$ cat src/rtl/rdc_pkg.sv
// ----------------------------------------------------------------------------
// rdc_pkg
// Shared widths, constants, types and the digit-to-ASCII mapping for the
// radix digit converter.
// ----------------------------------------------------------------------------
package rdc_pkg;

   localparam int VALUE_BITS = 31;
   localparam int CNT_W      = $clog2(VALUE_BITS + 1);
   localparam int RADIX_W    = 5;
   localparam int DIGIT_W    = 4;
   localparam int CHAR_W     = 7;

   localparam logic [RADIX_W-1:0] RADIX_RESET = 5'd10;
   localparam logic [RADIX_W-1:0] RADIX_MIN   = 5'd2;
   localparam logic [RADIX_W-1:0] RADIX_MAX   = 5'd16;

   localparam logic [DIGIT_W-1:0] DIGIT_TEN = 4'd10;
   localparam logic [CHAR_W-1:0]  CHAR_ZERO = 7'h30;
   localparam logic [CHAR_W-1:0]  CHAR_A    = 7'h41;

   typedef logic [DIGIT_W-1:0]    digit_type;
   typedef logic [VALUE_BITS-1:0] value_type;

   typedef struct packed {
      logic busy;
      logic done;
   } div_status_type;

   function automatic logic [CHAR_W-1:0] digit_to_char(input digit_type d);
      if (d < DIGIT_TEN) begin
         return CHAR_ZERO + {3'b000, d};
      end else begin
         return CHAR_A + {3'b000, d - DIGIT_TEN};
      end
   endfunction

endpackage

$ cat src/rtl/rdc_divider.sv
// ----------------------------------------------------------------------------
// rdc_divider
// Bit-serial restoring divider: one quotient bit per cycle, for division by
// a base of at most sixteen.
// ----------------------------------------------------------------------------
module rdc_divider (
   input  logic                           clock,
   input  logic                           reset,
   input  logic                           start,
   input  rdc_pkg::value_type             dividend,
   input  logic [rdc_pkg::RADIX_W-1:0]    base,
   output rdc_pkg::value_type             quotient,
   output rdc_pkg::digit_type             remainder,
   output rdc_pkg::div_status_type        status
);
   import rdc_pkg::*;

   value_type          quo_ff, quo_in;
   digit_type          rem_ff, rem_in;
   logic [CNT_W-1:0]   cnt_ff, cnt_in;
   logic               busy_ff, busy_in;
   logic               done_ff, done_in;
   logic [RADIX_W-1:0] trial;
   logic               ge;

   // partial remainder stays below the base, so four bits plus the next bit
   assign trial = {rem_ff, quo_ff[VALUE_BITS-1]};
   assign ge    = (trial >= base);

   always_comb begin
      quo_in  = quo_ff;
      rem_in  = rem_ff;
      cnt_in  = cnt_ff;
      busy_in = busy_ff;
      done_in = 1'b0;
      if (start) begin
         quo_in  = dividend;
         rem_in  = '0;
         cnt_in  = CNT_W'(VALUE_BITS);
         busy_in = 1'b1;
      end else if (busy_ff) begin
         quo_in = VALUE_BITS'({quo_ff, ge});
         rem_in = ge ? DIGIT_W'(trial - base) : trial[DIGIT_W-1:0];
         cnt_in = cnt_ff - 1'b1;
         if (cnt_ff == CNT_W'(1)) begin
            busy_in = 1'b0;
            done_in = 1'b1;
         end
      end
   end

   always_ff @(posedge clock) begin
      if (reset) begin
         busy_ff <= 1'b0;
         done_ff <= 1'b0;
         cnt_ff  <= '0;
      end else begin
         busy_ff <= busy_in;
         done_ff <= done_in;
         cnt_ff  <= cnt_in;
      end
   end

   always_ff @(posedge clock) begin
      quo_ff <= quo_in;
      rem_ff <= rem_in;
   end

   assign quotient    = quo_ff;
   assign remainder   = rem_ff;
   assign status.busy = busy_ff;
   assign status.done = done_ff;

endmodule

$ cat src/rtl/rdc_digit_stack.sv
// ----------------------------------------------------------------------------
// rdc_digit_stack
// Last-in first-out shift stack of digits: remainders go in least significant
// first and come out most significant first.
// ----------------------------------------------------------------------------
module rdc_digit_stack (
   input  logic                          clock,
   input  logic                          reset,
   input  logic                          push,
   input  rdc_pkg::digit_type            push_digit,
   input  logic                          pop,
   output rdc_pkg::digit_type            top_digit,
   output logic [rdc_pkg::CNT_W-1:0]     count
);
   import rdc_pkg::*;

   digit_type        digit_ff [VALUE_BITS];
   digit_type        digit_in [VALUE_BITS];
   logic [CNT_W-1:0] count_ff, count_in;

   always_comb begin
      for (int i = 0; i < VALUE_BITS; i++) begin
         digit_in[i] = digit_ff[i];
      end
      count_in = count_ff;
      if (push) begin
         digit_in[0] = push_digit;
         for (int i = 1; i < VALUE_BITS; i++) begin
            digit_in[i] = digit_ff[i-1];
         end
         count_in = count_ff + 1'b1;
      end else if (pop) begin
         for (int i = 0; i < VALUE_BITS - 1; i++) begin
            digit_in[i] = digit_ff[i+1];
         end
         count_in = count_ff - 1'b1;
      end
   end

   always_ff @(posedge clock) begin
      if (reset) begin
         count_ff <= '0;
      end else begin
         count_ff <= count_in;
      end
   end

   always_ff @(posedge clock) begin
      for (int i = 0; i < VALUE_BITS; i++) begin
         digit_ff[i] <= digit_in[i];
      end
   end

   assign top_digit = digit_ff[0];
   assign count     = count_ff;

endmodule

$ cat src/rtl/radix_digit_converter_core.sv
// ----------------------------------------------------------------------------
// radix_digit_converter_core
// Converts one unsigned integer per item into ASCII digits of a programmable
// base, most significant digit first, with a last flag on the final digit.
// ----------------------------------------------------------------------------
// One item is converted at a time. A bit-serial divider produces one digit
// per division, and the result then streams out of the digit stack at one
// digit per cycle when the output side does not stall. Zero gives the single
// digit '0'. The radix register resets to 10; values 0 and 1 act as 2 and
// values above 16 act as 16. Write the radix only while the block is idle.
module radix_digit_converter_core (
   input  logic                          clock,
   input  logic                          reset,
   input  logic                          csr_write_enable,
   input  logic [rdc_pkg::RADIX_W-1:0]   csr_write_data,
   input  logic                          req_valid,
   output logic                          req_stall,
   input  rdc_pkg::value_type            req_value,
   output logic                          rsp_valid,
   input  logic                          rsp_stall,
   output logic [rdc_pkg::CHAR_W-1:0]    rsp_digit_char,
   output logic                          rsp_last_digit
);
   import rdc_pkg::*;

   localparam logic [1:0] ST_IDLE = 2'd0;
   localparam logic [1:0] ST_DIV  = 2'd1;
   localparam logic [1:0] ST_EMIT = 2'd2;

   logic [1:0]         state_ff, state_in;
   logic [RADIX_W-1:0] radix_ff, radix_in;
   logic [RADIX_W-1:0] base;
   logic               rsp_valid_ff, rsp_valid_in;
   logic [CHAR_W-1:0]  rsp_char_ff, rsp_char_in;
   logic               rsp_last_ff, rsp_last_in;

   logic               req_accept;
   logic               div_start;
   value_type          div_dividend;
   value_type          div_quotient;
   digit_type          div_remainder;
   div_status_type     div_status;

   logic               stk_push;
   logic               stk_pop;
   digit_type          stk_top;
   logic [CNT_W-1:0]   stk_count;
   logic               out_free;

   assign radix_in = csr_write_enable ? csr_write_data : radix_ff;
   assign base     = (radix_ff < RADIX_MIN) ? RADIX_MIN :
                     (radix_ff > RADIX_MAX) ? RADIX_MAX : radix_ff;

   assign req_stall  = (state_ff != ST_IDLE);
   assign req_accept = req_valid && !req_stall;

   // keep dividing until the quotient runs out
   assign stk_push     = (state_ff == ST_DIV) && div_status.done;
   assign div_start    = req_accept || (stk_push && (div_quotient != '0));
   assign div_dividend = req_accept ? req_value : div_quotient;

   assign out_free = !rsp_valid_ff || !rsp_stall;
   assign stk_pop  = (state_ff == ST_EMIT) && (stk_count != '0) && out_free;

   always_comb begin
      state_in     = state_ff;
      rsp_valid_in = rsp_valid_ff && rsp_stall;
      rsp_char_in  = rsp_char_ff;
      rsp_last_in  = rsp_last_ff;
      case (state_ff)
         ST_IDLE: begin
            if (req_accept) begin
               state_in = ST_DIV;
            end
         end
         ST_DIV: begin
            if (stk_push && (div_quotient == '0)) begin
               state_in = ST_EMIT;
            end
         end
         ST_EMIT: begin
            if (stk_pop) begin
               rsp_valid_in = 1'b1;
               rsp_char_in  = digit_to_char(stk_top);
               rsp_last_in  = (stk_count == CNT_W'(1));
            end else if (stk_count == '0 && out_free) begin
               state_in = ST_IDLE;
            end
         end
         default: begin
            state_in = ST_IDLE;
         end
      endcase
   end

   always_ff @(posedge clock) begin
      if (reset) begin
         state_ff     <= ST_IDLE;
         radix_ff     <= RADIX_RESET;
         rsp_valid_ff <= 1'b0;
      end else begin
         state_ff     <= state_in;
         radix_ff     <= radix_in;
         rsp_valid_ff <= rsp_valid_in;
      end
   end

   always_ff @(posedge clock) begin
      rsp_char_ff <= rsp_char_in;
      rsp_last_ff <= rsp_last_in;
   end

   rdc_divider u_divider (
      .clock     (clock),
      .reset     (reset),
      .start     (div_start),
      .dividend  (div_dividend),
      .base      (base),
      .quotient  (div_quotient),
      .remainder (div_remainder),
      .status    (div_status)
   );

   rdc_digit_stack u_stack (
      .clock      (clock),
      .reset      (reset),
      .push       (stk_push),
      .push_digit (div_remainder),
      .pop        (stk_pop),
      .top_digit  (stk_top),
      .count      (stk_count)
   );

   assign rsp_valid      = rsp_valid_ff;
   assign rsp_digit_char = rsp_char_ff;
   assign rsp_last_digit = rsp_last_ff;

   a_start_idle: assert property (@(posedge clock) disable iff (reset)
      div_start |-> !div_status.busy)
      else $error("divider restarted while busy");

   a_no_overflow: assert property (@(posedge clock) disable iff (reset)
      stk_push |-> (stk_count < CNT_W'(VALUE_BITS)))
      else $error("digit stack overflow");

   a_last_empty: assert property (@(posedge clock) disable iff (reset)
      (rsp_valid && rsp_last_digit) |-> (stk_count == '0))
      else $error("last digit shown with digits left");

   a_emit_quiet: assert property (@(posedge clock) disable iff (reset)
      (state_ff == ST_EMIT) |-> (!div_status.busy && !stk_push))
      else $error("divider active during emit");

   a_rsp_from_emit: assert property (@(posedge clock) disable iff (reset)
      $rose(rsp_valid) |-> ($past(state_ff) == ST_EMIT))
      else $error("item shown outside emit");

endmodule
$ cat config.mk
export PLATFORM = sky130hd
export DESIGN_NAME = radix_digit_converter_core
export DESIGN_NICKNAME = d
export VERILOG_FILES = /design/src/rtl/rdc_pkg.sv /design/src/rtl/rdc_divider.sv /design/src/rtl/rdc_digit_stack.sv /design/src/rtl/radix_digit_converter_core.sv
export SDC_FILE = /design/constraint.sdc
export NUM_CORES = 1
export LEC_CHECK = 0
export ABC_AREA = 1
export BUFFER_PORTS_ARGS = -buffer_cell sky130_fd_sc_hd__clkbuf_2
export CAP_MARGIN = 10
export CORE_ASPECT_RATIO = 0.7
export CORE_MARGIN = 2
export CORE_UTILIZATION = 61
export DETAILED_ROUTE_END_ITERATION = 8
export PLACE_DENSITY_LB_ADDON = 0.3
export SLEW_MARGIN = 20
export SYNTH_ARGS = -nofsm -noshare
export SYNTH_HDL_FRONTEND = slang
export SYNTH_SLANG_ARGS = --single-unit
$ cat constraint.sdc
create_clock -name clock -period 4.9 [get_ports clock]
set_input_delay 0.245 -clock clock [delete_from_list [all_inputs] [get_ports clock]]
set_output_delay 0.245 -clock clock [all_outputs]
set_load 0.01 [all_outputs]
==> impl_metrics.py, run 1 <==
metrics = {
    "detailed_routing": {
        "vias_per_cell": 5.28,
        "drt-initial-drc-count": 533,
        "vias": 5682,
        "first_pass_iters": 5,
        "wl_per_cell_um": 13.8,
        "route.detailed.drc": 0,
        "wl_mm": 14.8,
        "drtAntennaViolNets": 0,
    },
    "power_and_ir_drop": {
        "peakVddDrop_mv": 0.245,
        "p_leak_nw": 3.85,
        "power_density_mw_per_mm2": 360,
        "power_mw": 3.31,
    },
    "clock_network": {
        "cts_buffers": 17,
        "post_cts_buffers": 0,
        "clk_path_buf_depth": 2,
        "hold_buffers": 0,
        "cts_resized": 0,
        "cts_tree": "done",
        "clkTransAtPathRegs_ns": 0.07,
        "cts_max_level": 4,
        "clk_latency_ns": 0.43,
        "cts-root-buf": "clkbuf_16",
        "clock_sinks": 187,
    },
    "global_routing": {
        "grt_pass1_vias": 5269,
        "grt_remaining_overflow": 0,
        "antenna_found_initial": 0,
        "grt_max_degree": 131,
        "grt_pass1_wl_mm": 24.7,
        "track_usage_pct": 21.6,
    },
    "sta": {
        "maxSlewViolCount": 0,
        "setup_slack_ns": 2.09,
        "setup_tns_ns": 0,
        "layout_min_cycle_time_ns": 2.81,
        "fin_worst_skew_ns": 0.0113,
        "fmax_ghz": 0.356,
        "finalSetupViolCount": 0,
        "hold_ws_ns": 0.0240,
        "tightestPinTransition_ns": 1.00,
        "rsz0062_at_grt": "false",
        "hold_violations": 0,
        "min_period_over_period_pct": 57.3,
        "slew_headroom_pct": 33.2,
    },
    "setup_path": {
        "reg2reg_depth": 9,
        "critPathKind": "flop to flop",
        "ff2ff_setup_slack_ns": 2.09,
        "critPathCaptureType": "flop",
        "r2r_start": "u_divider.quotient[15]$_DFFE_PP_",
        "crit_fanout": 41,
        "worst_setup_path_start_kind": "flop",
        "arrival_ns": 2.86,
        "critPathRequiredTime_ns": 4.96,
        "r2r-end": "u_divider.quotient[4]$_DFFE_PP_",
    },
    "min_path": {
        "holdPathStages": 2,
        "hold-path-endpoint": "state_ff[0]$_SDFFE_PP0P_",
        "hp-class": "input port to flop",
        "worstHoldStart": "reset",
    },
    "floorplanning": {
        "core_area_sq_mm": 0.0132,
        "dieArea_sq_mm": 0.0146,
        "initial_core_util_pct": 62.8,
        "die_x_um": 144,
        "rows": 35,
        "die_y_um": 102,
        "ios": 51,
    },
    "placed_design": {
        "hpwl_mm": 9.39,
        "gp_congestion": 0.865,
        "port_buffers": 50,
        "dpl_worst_slack_ns": 1.70,
        "dpl_cell_area_sq_mm": 0.00865,
    },
    "synth": {
        "yosysUniqueCellTypes": 27,
        "synth_enable_flop_cells": 163,
        "yosysMostFrequentCell": "nand2_1",
        "synth_top_cell_by_area": "edfxtp_1",
        "ys_ff_latch": 187,
        "synth_cells": 842,
        "synth.top_cell.area_share_pct": 58.9,
        "synth_common_cells": "nand2_1, edfxtp_1, o21ai_0",
        "synthFlopType": "edfxtp_1",
        "ys_warn_count": 0,
        "netlist_area_sq_mm": 0.00831,
        "synthArstFlopShare_pct": 0,
        "ys_seq_area_share_pct": 64.7,
        "syn_avg_cell_area_sq_um": 9.87,
        "synth_area_leaders": "edfxtp_1, nand2_1, o21ai_0",
        "syn_nets": 898,
    },
    "layout": {
        "diodes": 0,
        "nNetsFinal": 935,
        "drive_gt1_share_pct": 10.3,
        "design_area_sq_mm": 0.00922,
        "syn_to_final_growth_pct": 10.9,
    },
    "run": {
        "drv_cap": 0,
    },
    "run_status": {
        "status": "finished clean",
    },
}
-- metal layers --
layer  vias up  global-route usage [%]  share of wire, %
met5         -                       0                 0
met4         0                    7.39               1.1
met3        14                    5.44               5.0
met2       130                    31.8                46
met1      2675                    31.7                48
li1       2863                       -                 -
-- placed cells by master (no fill, tap or decap), drive strengths merged --
cell,n
dfxtp,24
fa,1
or2,1
nand3,13
o21ai,134
clkinvlp,1
clkinv,11
clkbuf,67
a21oi,16
a21o,1
buf,4
xor2,5
nor3,2
nand2,286
nor4,1
inv,92
o211ai,2
nand4,8
ha,14
edfxtp,163
nor2,45
bufinv,1
-- report_power, final --
part | switching [mW] | internal, mW
clock | 0.582 | 0.699
combinational | 0.141 | 0.0768
sequential | 0.0362 | 1.78
-- area by class of cell --
| type | instances | area [sq um] |
|---|---|---|
| clock inverters | 15 | 125 |
| well taps | 185 | 231 |
| multi-input cells | 529 | 2430 |
| inverters | 90 | 342 |
| fillers | 964 | 4010 |
| repair buffers | 54 | 288 |
| clock buffers | 17 | 425 |
| flip-flops and latches | 187 | 5380 |
-- kinds of logic (layout without fill, tap and decap cells) --
| kind of cell | Yosys count | in the layout | share of synthesized area, % |
|---|---|---|---|
| AOI/OAI and AO/OA | 153 | 153 | 9.44 |
| xor gates and xnor gates | 5 | 5 | 0.527 |
| adders and majority gates | 15 | 15 | 2.35 |
| buffers and inverters | 126 | 176 | 6.32 |
| DFF | 187 | 187 | 64.7 |
| and+or+nand+nor | 356 | 356 | 16.7 |
-- flip-flops by register name (all words and copies together), names as in the netlist, 2 cells and up --
signal and cells:
u_stack.digit_ff 124, u_divider.quotient 31, rsp_digit_char 7, radix_ff 5
u_divider.cnt_ff 5, u_stack.count 5, u_divider.remainder 4, state_ff 2
-- critical path, stage by stage (launching register included) --
cell      delay [ns]
edfxtp_1        0.41
nor2_1          0.12
nand2_1         0.07
nor2_1          0.14
nand2_1         0.13
o21ai_4         0.23
nand2_4         0.29
inv_4           0.35
nand2_1         0.13
nand2_2         0.54
-- stage by stage --
step	util, %	std cells
5_1_grt	69.7	1077
4_1_cts	69.6	1077
2_1_floorplan	-	842
6_report	69.7	1077
3_3_place_gp	65.4	1045
3_5_place_dp	65.4	1045
-- how the worst max path moves through the flow --
stage / start / endpoint / slack, ns / cells after the start
floorplan: u_stack.count[0]$_SDFFE_PP0P_ / u_stack.count[4]$_SDFFE_PP0P_ / 0.77 / 8
detailed placement: u_divider.quotient[15]$_DFFE_PP_ / u_divider.quotient[14]$_DFFE_PP_ / 1.70 / 9
global placement: u_divider.quotient[15]$_DFFE_PP_ / u_divider.quotient[11]$_DFFE_PP_ / 1.89 / 9
global route: u_divider.quotient[15]$_DFFE_PP_ / u_divider.quotient[4]$_DFFE_PP_ / 1.87 / 9
finish: u_divider.quotient[15]$_DFFE_PP_ / u_divider.quotient[4]$_DFFE_PP_ / 2.09 / 9
CTS: u_divider.quotient[15]$_DFFE_PP_ / u_divider.quotient[24]$_DFFE_PP_ / 1.68 / 9
(Power assumes the default switching activity.)
==> inputs of run 2 (changes only) <==
--- a/config.mk
+++ b/config.mk
@@ -5,7 +5,7 @@
 export SDC_FILE = /design/constraint.sdc
 export NUM_CORES = 1
 export LEC_CHECK = 0
-export ABC_AREA = 1
+export ABC_AREA = 0
 export BUFFER_PORTS_ARGS = -buffer_cell sky130_fd_sc_hd__clkbuf_2
 export CAP_MARGIN = 10
 export CORE_ASPECT_RATIO = 0.7
==> constraint.sdc (replaced) <==
create_clock -name clock -period 2.8 [get_ports clock]
set_input_delay 0.14 -clock clock [delete_from_list [all_inputs] [get_ports clock]]
set_output_delay 0.14 -clock clock [all_outputs]
set_load 0.01 [all_outputs]
==> run 2 against run 1 <==
Effect of this change: setup slack got worse by 1.9 ns; count of clock-buffer cells in the layout rose by 3; final cell count fell by 6.1%; routed wire length rose by 2.6%; non-clock buffer count rose by 8; global-route usage barely moved; synthesized cell count fell by 8.7%; register-to-register slack got worse by 1.9 ns; largest power group unchanged; clock power rose by 76%; fmax rose by 6.2%; core utilization rose by 0.74 points.
==> impl_metrics.py, run 2 <==
metrics = {
    "synth": {
        "synth_area_leaders": "edfxtp_1, nand2_1, dfxtp_1",
        "ys_ff_latch": 187,
        "synth_top_cell_by_area": "edfxtp_1",
        "synth.top_cell.area_share_pct": 58.3,
        "synthFlopType": "edfxtp_1",
        "yosysMostFrequentCell": "nand2_1",
        "yosysUniqueCellTypes": 44,
        "ys_warn_count": 0,
        "synthArstFlopShare_pct": 0,
        "synth_enable_flop_cells": 163,
        "syn_nets": 825,
        "syn_avg_cell_area_sq_um": 10.9,
        "netlist_area_sq_mm": 0.00840,
        "synth_common_cells": "nand2_1, edfxtp_1, clkbuf_1",
        "ys_seq_area_share_pct": 64.0,
        "synth_cells": 769,
    },
    "global_routing": {
        "top_usage_layer": "met2",
        "grt_pass1_wl_mm": 24.8,
        "gr-usage-met1_pct": 29.9,
        "grt_pass1_vias": 5206,
        "antenna_found_initial": 0,
        "met2_usage_pct": 34.9,
        "track_usage_pct": 21.6,
        "grtUsageMet3_pct": 5.34,
        "grt_remaining_overflow": 0,
        "grt_max_degree": 128,
    },
    "sta": {
        "fmax_ghz": 0.378,
        "rsz0062_at_grt": "false",
        "layout_min_cycle_time_ns": 2.64,
        "hold_ws_ns": 0.0218,
        "slew_headroom_pct": 33.1,
        "hold_violations": 0,
        "finalSetupViolCount": 0,
        "fin_worst_skew_ns": 0.0150,
        "maxSlewViolCount": 0,
        "setup_slack_ns": 0.155,
        "setup_tns_ns": 0,
        "tightestPinTransition_ns": 1.00,
        "min_period_over_period_pct": 94.5,
    },
    "clock_network": {
        "cts_buffers": 17,
        "post_cts_buffers": 0,
        "clk_latency_ns": 0.42,
        "cts-root-buf": "clkbuf_16",
        "cts_max_level": 4,
        "clock_sinks": 187,
        "cts_tree": "done",
        "clkTransAtPathRegs_ns": 0.07,
        "clk_path_buf_depth": 2,
    },
    "detailed_routing": {
        "drt-initial-drc-count": 636,
        "wl_per_cell_um": 15.0,
        "vias_per_cell": 5.40,
        "first_pass_iters": 5,
        "vias": 5463,
        "drtAntennaViolNets": 0,
        "route.detailed.drc": 0,
        "wl_mm": 15.2,
    },
    "setup_path": {
        "critPathCaptureType": "flop",
        "reg2reg_depth": 5,
        "critPathKind": "flop to flop",
        "critPathRequiredTime_ns": 2.96,
        "worst_setup_path_start_kind": "flop",
        "crit_fanout": 34,
        "arrival_ns": 2.80,
    },
    "placed_design": {
        "place_inst": 974,
        "gp_congestion": 0.810,
        "port_buffers": 50,
        "dpl_cell_area_sq_mm": 0.00877,
        "hpwl_mm": 9.31,
        "dpl_worst_slack_ns": 0.0270,
    },
    "power_and_ir_drop": {
        "p_leak_nw": 3.86,
        "power_mw": 5.89,
        "power_density_mw_per_mm2": 629,
        "peakVddDrop_mv": 0.424,
    },
    "floorplanning": {
        "die_x_um": 144,
        "die_y_um": 102,
        "dieArea_sq_mm": 0.0147,
        "rows": 35,
        "core_area_sq_mm": 0.0133,
        "initial_core_util_pct": 63.1,
        "ios": 51,
    },
    "layout": {
        "final_common_cell": "nand2_1",
        "design_area_sq_mm": 0.00937,
        "finish.utilization_pct": 70.4,
        "syn_to_final_growth_pct": 11.7,
        "drive_gt1_share_pct": 15.5,
        "diodes": 0,
        "final_cell_mix": "nand2_1, edfxtp_1, clkbuf_2",
        "nNetsFinal": 869,
        "largest_register_ffs": 124,
        "regMostFlops": "u_stack.digit_ff",
        "instances_no_fill": 1011,
    },
    "min_path": {
        "holdPathStages": 2,
        "hp-class": "input port to flop",
    },
    "run": {
        "drv_cap": 0,
    },
    "run_status": {
        "status": "finished clean",
    },
}
[run 2: cells by family (layout without fill, tap and decap cells)]
logic type | after synthesis | count (layout) | share of synthesized area, %
XOR/XNOR | 12 | 12 | 1.25
multiplexers | 37 | 37 | 6.04
adder cells (fa/ha/maj) | 15 | 15 | 2.32
buffers and inverters | 51 | 108 | 2.85
flip-flops | 187 | 187 | 64.0
AO/OA/AOI/OAI | 44 | 44 | 3.26
AND/OR/NAND/NOR | 423 | 423 | 20.3
[run 2: critical path, stage by stage, from the launching register on]
cell      delay (ns)
edfxtp_1        0.40
nor4_1          0.41
nand4_1         0.25
or2_4           0.32
a21o_2          0.55
mux2_4          0.44
[run 2: area by class of cell]
cell class                 instances  area [sq um]
sequential                       187          5380
clock inverter                    12          98.8
inverter                          14          53.8
tap                              185           231
fill                             944          3940
clock buffer                      20           447
timing repair buffer              62           369
multi-input combinational        531          2800
[run 2: power breakdown]
group / leakage (nW) / switching [mW] / internal (mW)
Clock: 0.264 / 1.01 / 1.24
Combinational: 1.91 / 0.200 / 0.238
Sequential: 1.69 / 0.0834 / 3.12
[run 2: per-layer routing]
layer / part of all wire, % / vias up
li1: - / 2677
met1: 47 / 2635
met2: 47 / 130
met3: 4.4 / 21
met4: 1.3 / 0
met5: 0 / -
[run 2: final timing paths]
path | start | endpoint | slack [ns]
max reg2reg | u_divider.quotient[17]$_DFFE_PP_ | u_divider.quotient[15]$_DFFE_PP_ | 0.16
min reg2reg | u_stack.digit_ff[1][52]$_DFFE_PP_ | u_stack.digit_ff[1][56]$_DFFE_PP_ | 0.46
max | u_divider.quotient[17]$_DFFE_PP_ | u_divider.quotient[15]$_DFFE_PP_ | 0.16
min | req_value[5] | u_divider.quotient[5]$_DFFE_PP_ | 0.02
[run 2: what timing repair did]
item / in CTS / in global routing
hold endpoints to repair: 5 / 0
resized for setup: 0 / 1
endpoints found under the setup margin: 0 / 121
hold buffers: 5 / 0
==> inputs of run 3 (changes only) <==
--- a/config.mk
+++ b/config.mk
@@ -10,7 +10,8 @@
 export CAP_MARGIN = 10
 export CORE_ASPECT_RATIO = 0.7
 export CORE_MARGIN = 2
-export CORE_UTILIZATION = 61
+export CORE_UTILIZATION = 62
+export CTS_BUF_LIST = sky130_fd_sc_hd__clkbuf_4
 export DETAILED_ROUTE_END_ITERATION = 8
 export PLACE_DENSITY_LB_ADDON = 0.3
 export SLEW_MARGIN = 20
==> run 3 against run 2 <==
Effect of this change: register-to-register slack better by 0.13 ns; clock power down 32%; final cell count up 3.7%; non-clock buffer count up 37; power decreased by 11%; hold slack improved by 0.042 ns.
==> impl_metrics.py, run 3 (synthesized netlist as in run 2, its figures left out) <==
metrics = {
    "layout": {
        "multi_input_area_sq_mm": 0.00280,
        "nNetsFinal": 906,
        "syn_to_final_growth_pct": 13.1,
        "ff_latch_area_sq_mm": 0.00538,
        "final_cell_mix": "nand2_1, edfxtp_1, clkbuf_2",
        "largest_register_ffs": 124,
        "final_common_cell": "nand2_1",
        "diodes": 0,
        "drive_gt1_share_pct": 15.1,
        "fillers": 880,
        "regMostFlops": "u_stack.digit_ff",
        "instances_no_fill": 1048,
    },
    "min_path": {
        "hp-class": "input port to flop",
    },
    "clock_network": {
        "clk_path_buf_depth": 2,
        "cts-root-buf": "clkbuf_4",
        "cts_buffers": 17,
        "clkTransAtPathRegs_ns": 0.16,
        "cts_tree": "done",
        "post_cts_buffers": 0,
        "clk_latency_ns": 0.57,
        "cts_max_level": 4,
        "clock_sinks": 187,
    },
    "placed_design": {
        "gp_congestion": 0.844,
        "hpwl_mm": 9.32,
        "place_inst": 973,
        "port_buffers": 50,
        "dpl_worst_slack_ns": 0.220,
    },
    "floorplanning": {
        "dieArea_sq_mm": 0.0145,
        "die_y_um": 101,
        "ios": 51,
        "initial_core_util_pct": 63.7,
        "rows": 35,
        "core_area_sq_mm": 0.0132,
        "die_x_um": 143,
    },
    "sta": {
        "layout_min_cycle_time_ns": 2.52,
        "tightestPinTransition_ns": 0.869,
        "rsz0062_at_grt": "false",
        "setup_slack_ns": 0.284,
        "slew_headroom_pct": 42.1,
        "setup_tns_ns": 0,
        "hold_violations": 0,
        "hold_ws_ns": 0.0641,
        "finalSetupViolCount": 0,
        "min_period_over_period_pct": 89.9,
        "maxSlewViolCount": 0,
        "fmax_ghz": 0.397,
        "fin_worst_skew_ns": 0.0273,
    },
    "detailed_routing": {
        "drt-initial-drc-count": 544,
        "first_pass_iters": 4,
        "vias": 5683,
        "route.detailed.drc": 0,
        "drtAntennaViolNets": 0,
        "wl_mm": 16.0,
        "wl_per_cell_um": 15.3,
        "vias_per_cell": 5.42,
    },
    "global_routing": {
        "grt_max_degree": 125,
        "track_usage_pct": 23.4,
        "grt_pass1_vias": 5492,
        "grt_remaining_overflow": 0,
        "grt_pass1_wl_mm": 26.5,
        "antenna_found_initial": 0,
    },
    "run": {
        "drv_cap": 0,
    },
    "setup_path": {
        "critPathCaptureType": "flop",
        "critPathRequiredTime_ns": 3.11,
        "critPathKind": "flop to flop",
        "ff2ff_setup_slack_ns": 0.28,
        "arrival_ns": 2.83,
        "crit_fanout": 34,
        "worst_setup_path_start_kind": "flop",
    },
    "power_and_ir_drop": {
        "power_density_mw_per_mm2": 550,
        "p_leak_nw": 3.90,
        "peakVddDrop_mv": 0.338,
    },
    "run_status": {
        "status": "finished clean",
    },
}
run 3: cell type report:
type / count / share of cell area, %
multi-input cells: 531 / 29.4
repair buffers: 99 / 7.81
inverters: 14 / 0.566
flip-flops and latches: 187 / 56.6
clock inverters: 14 / 1.70
well taps: 185 / 2.44
clock buffers: 18 / 1.42
run 3: what timing repair did:
| action | CTS | global route |
|---|---|---|
| hold buffers | 43 | 0 |
| endpoints found under the setup margin | 0 | 30 |
| resized for setup | 0 | 1 |
| endpoints found under the hold margin | 39 | 0 |
run 3: per-stage QoR:
stage | utilization, % | cell area (sq um) | power (mW)
after floorplan | - | 8410 | 3.59
after global placement | 66.5 | 8760 | 3.67
after CTS | 72.0 | 9490 | 5.24
after detailed placement | 66.5 | 8760 | 3.70
final | 72.1 | 9500 | 5.22
after global routing | 72.1 | 9500 | 5.40
run 3: final timing paths:
check                                    start                           endpoint  cells past startpoint
min                                      reset   u_divider.cnt_ff[4]$_SDFFE_PP0P_                      2
max           u_divider.quotient[10]$_DFFE_PP_   u_divider.quotient[23]$_DFFE_PP_                      5
max reg2reg   u_divider.quotient[10]$_DFFE_PP_   u_divider.quotient[23]$_DFFE_PP_                      5
min reg2reg  u_stack.digit_ff[1][53]$_DFFE_PP_  u_stack.digit_ff[1][57]$_DFFE_PP_                      0
run 3: per-layer routing:
metal  up-vias  share of wire (%)  routed length, um  GRT usage, %
li1       2755                  -                  -             -
met1      2760                 45               7290          32.6
met2       142                 48               7700          37.4
met3        26                4.7                748          4.59
met4         0                1.8                286          8.76
met5         -                  0                  0             0
run 3: power breakdown:
| group | switching [mW] | internal, mW | total [mW] |
|---|---|---|---|
| Clock | 0.958 | 0.561 | 1.52 |
| Combinational | 0.220 | 0.273 | 0.493 |
| Sequential | 0.0890 | 3.12 | 3.21 |
run 3: worst max-delay path: stages (launching register included):
cell      delay, ns
edfxtp_1       0.45
nor4_1         0.49
nand4_1        0.21
or2_4          0.32
a21o_4         0.41
mux2_4         0.37
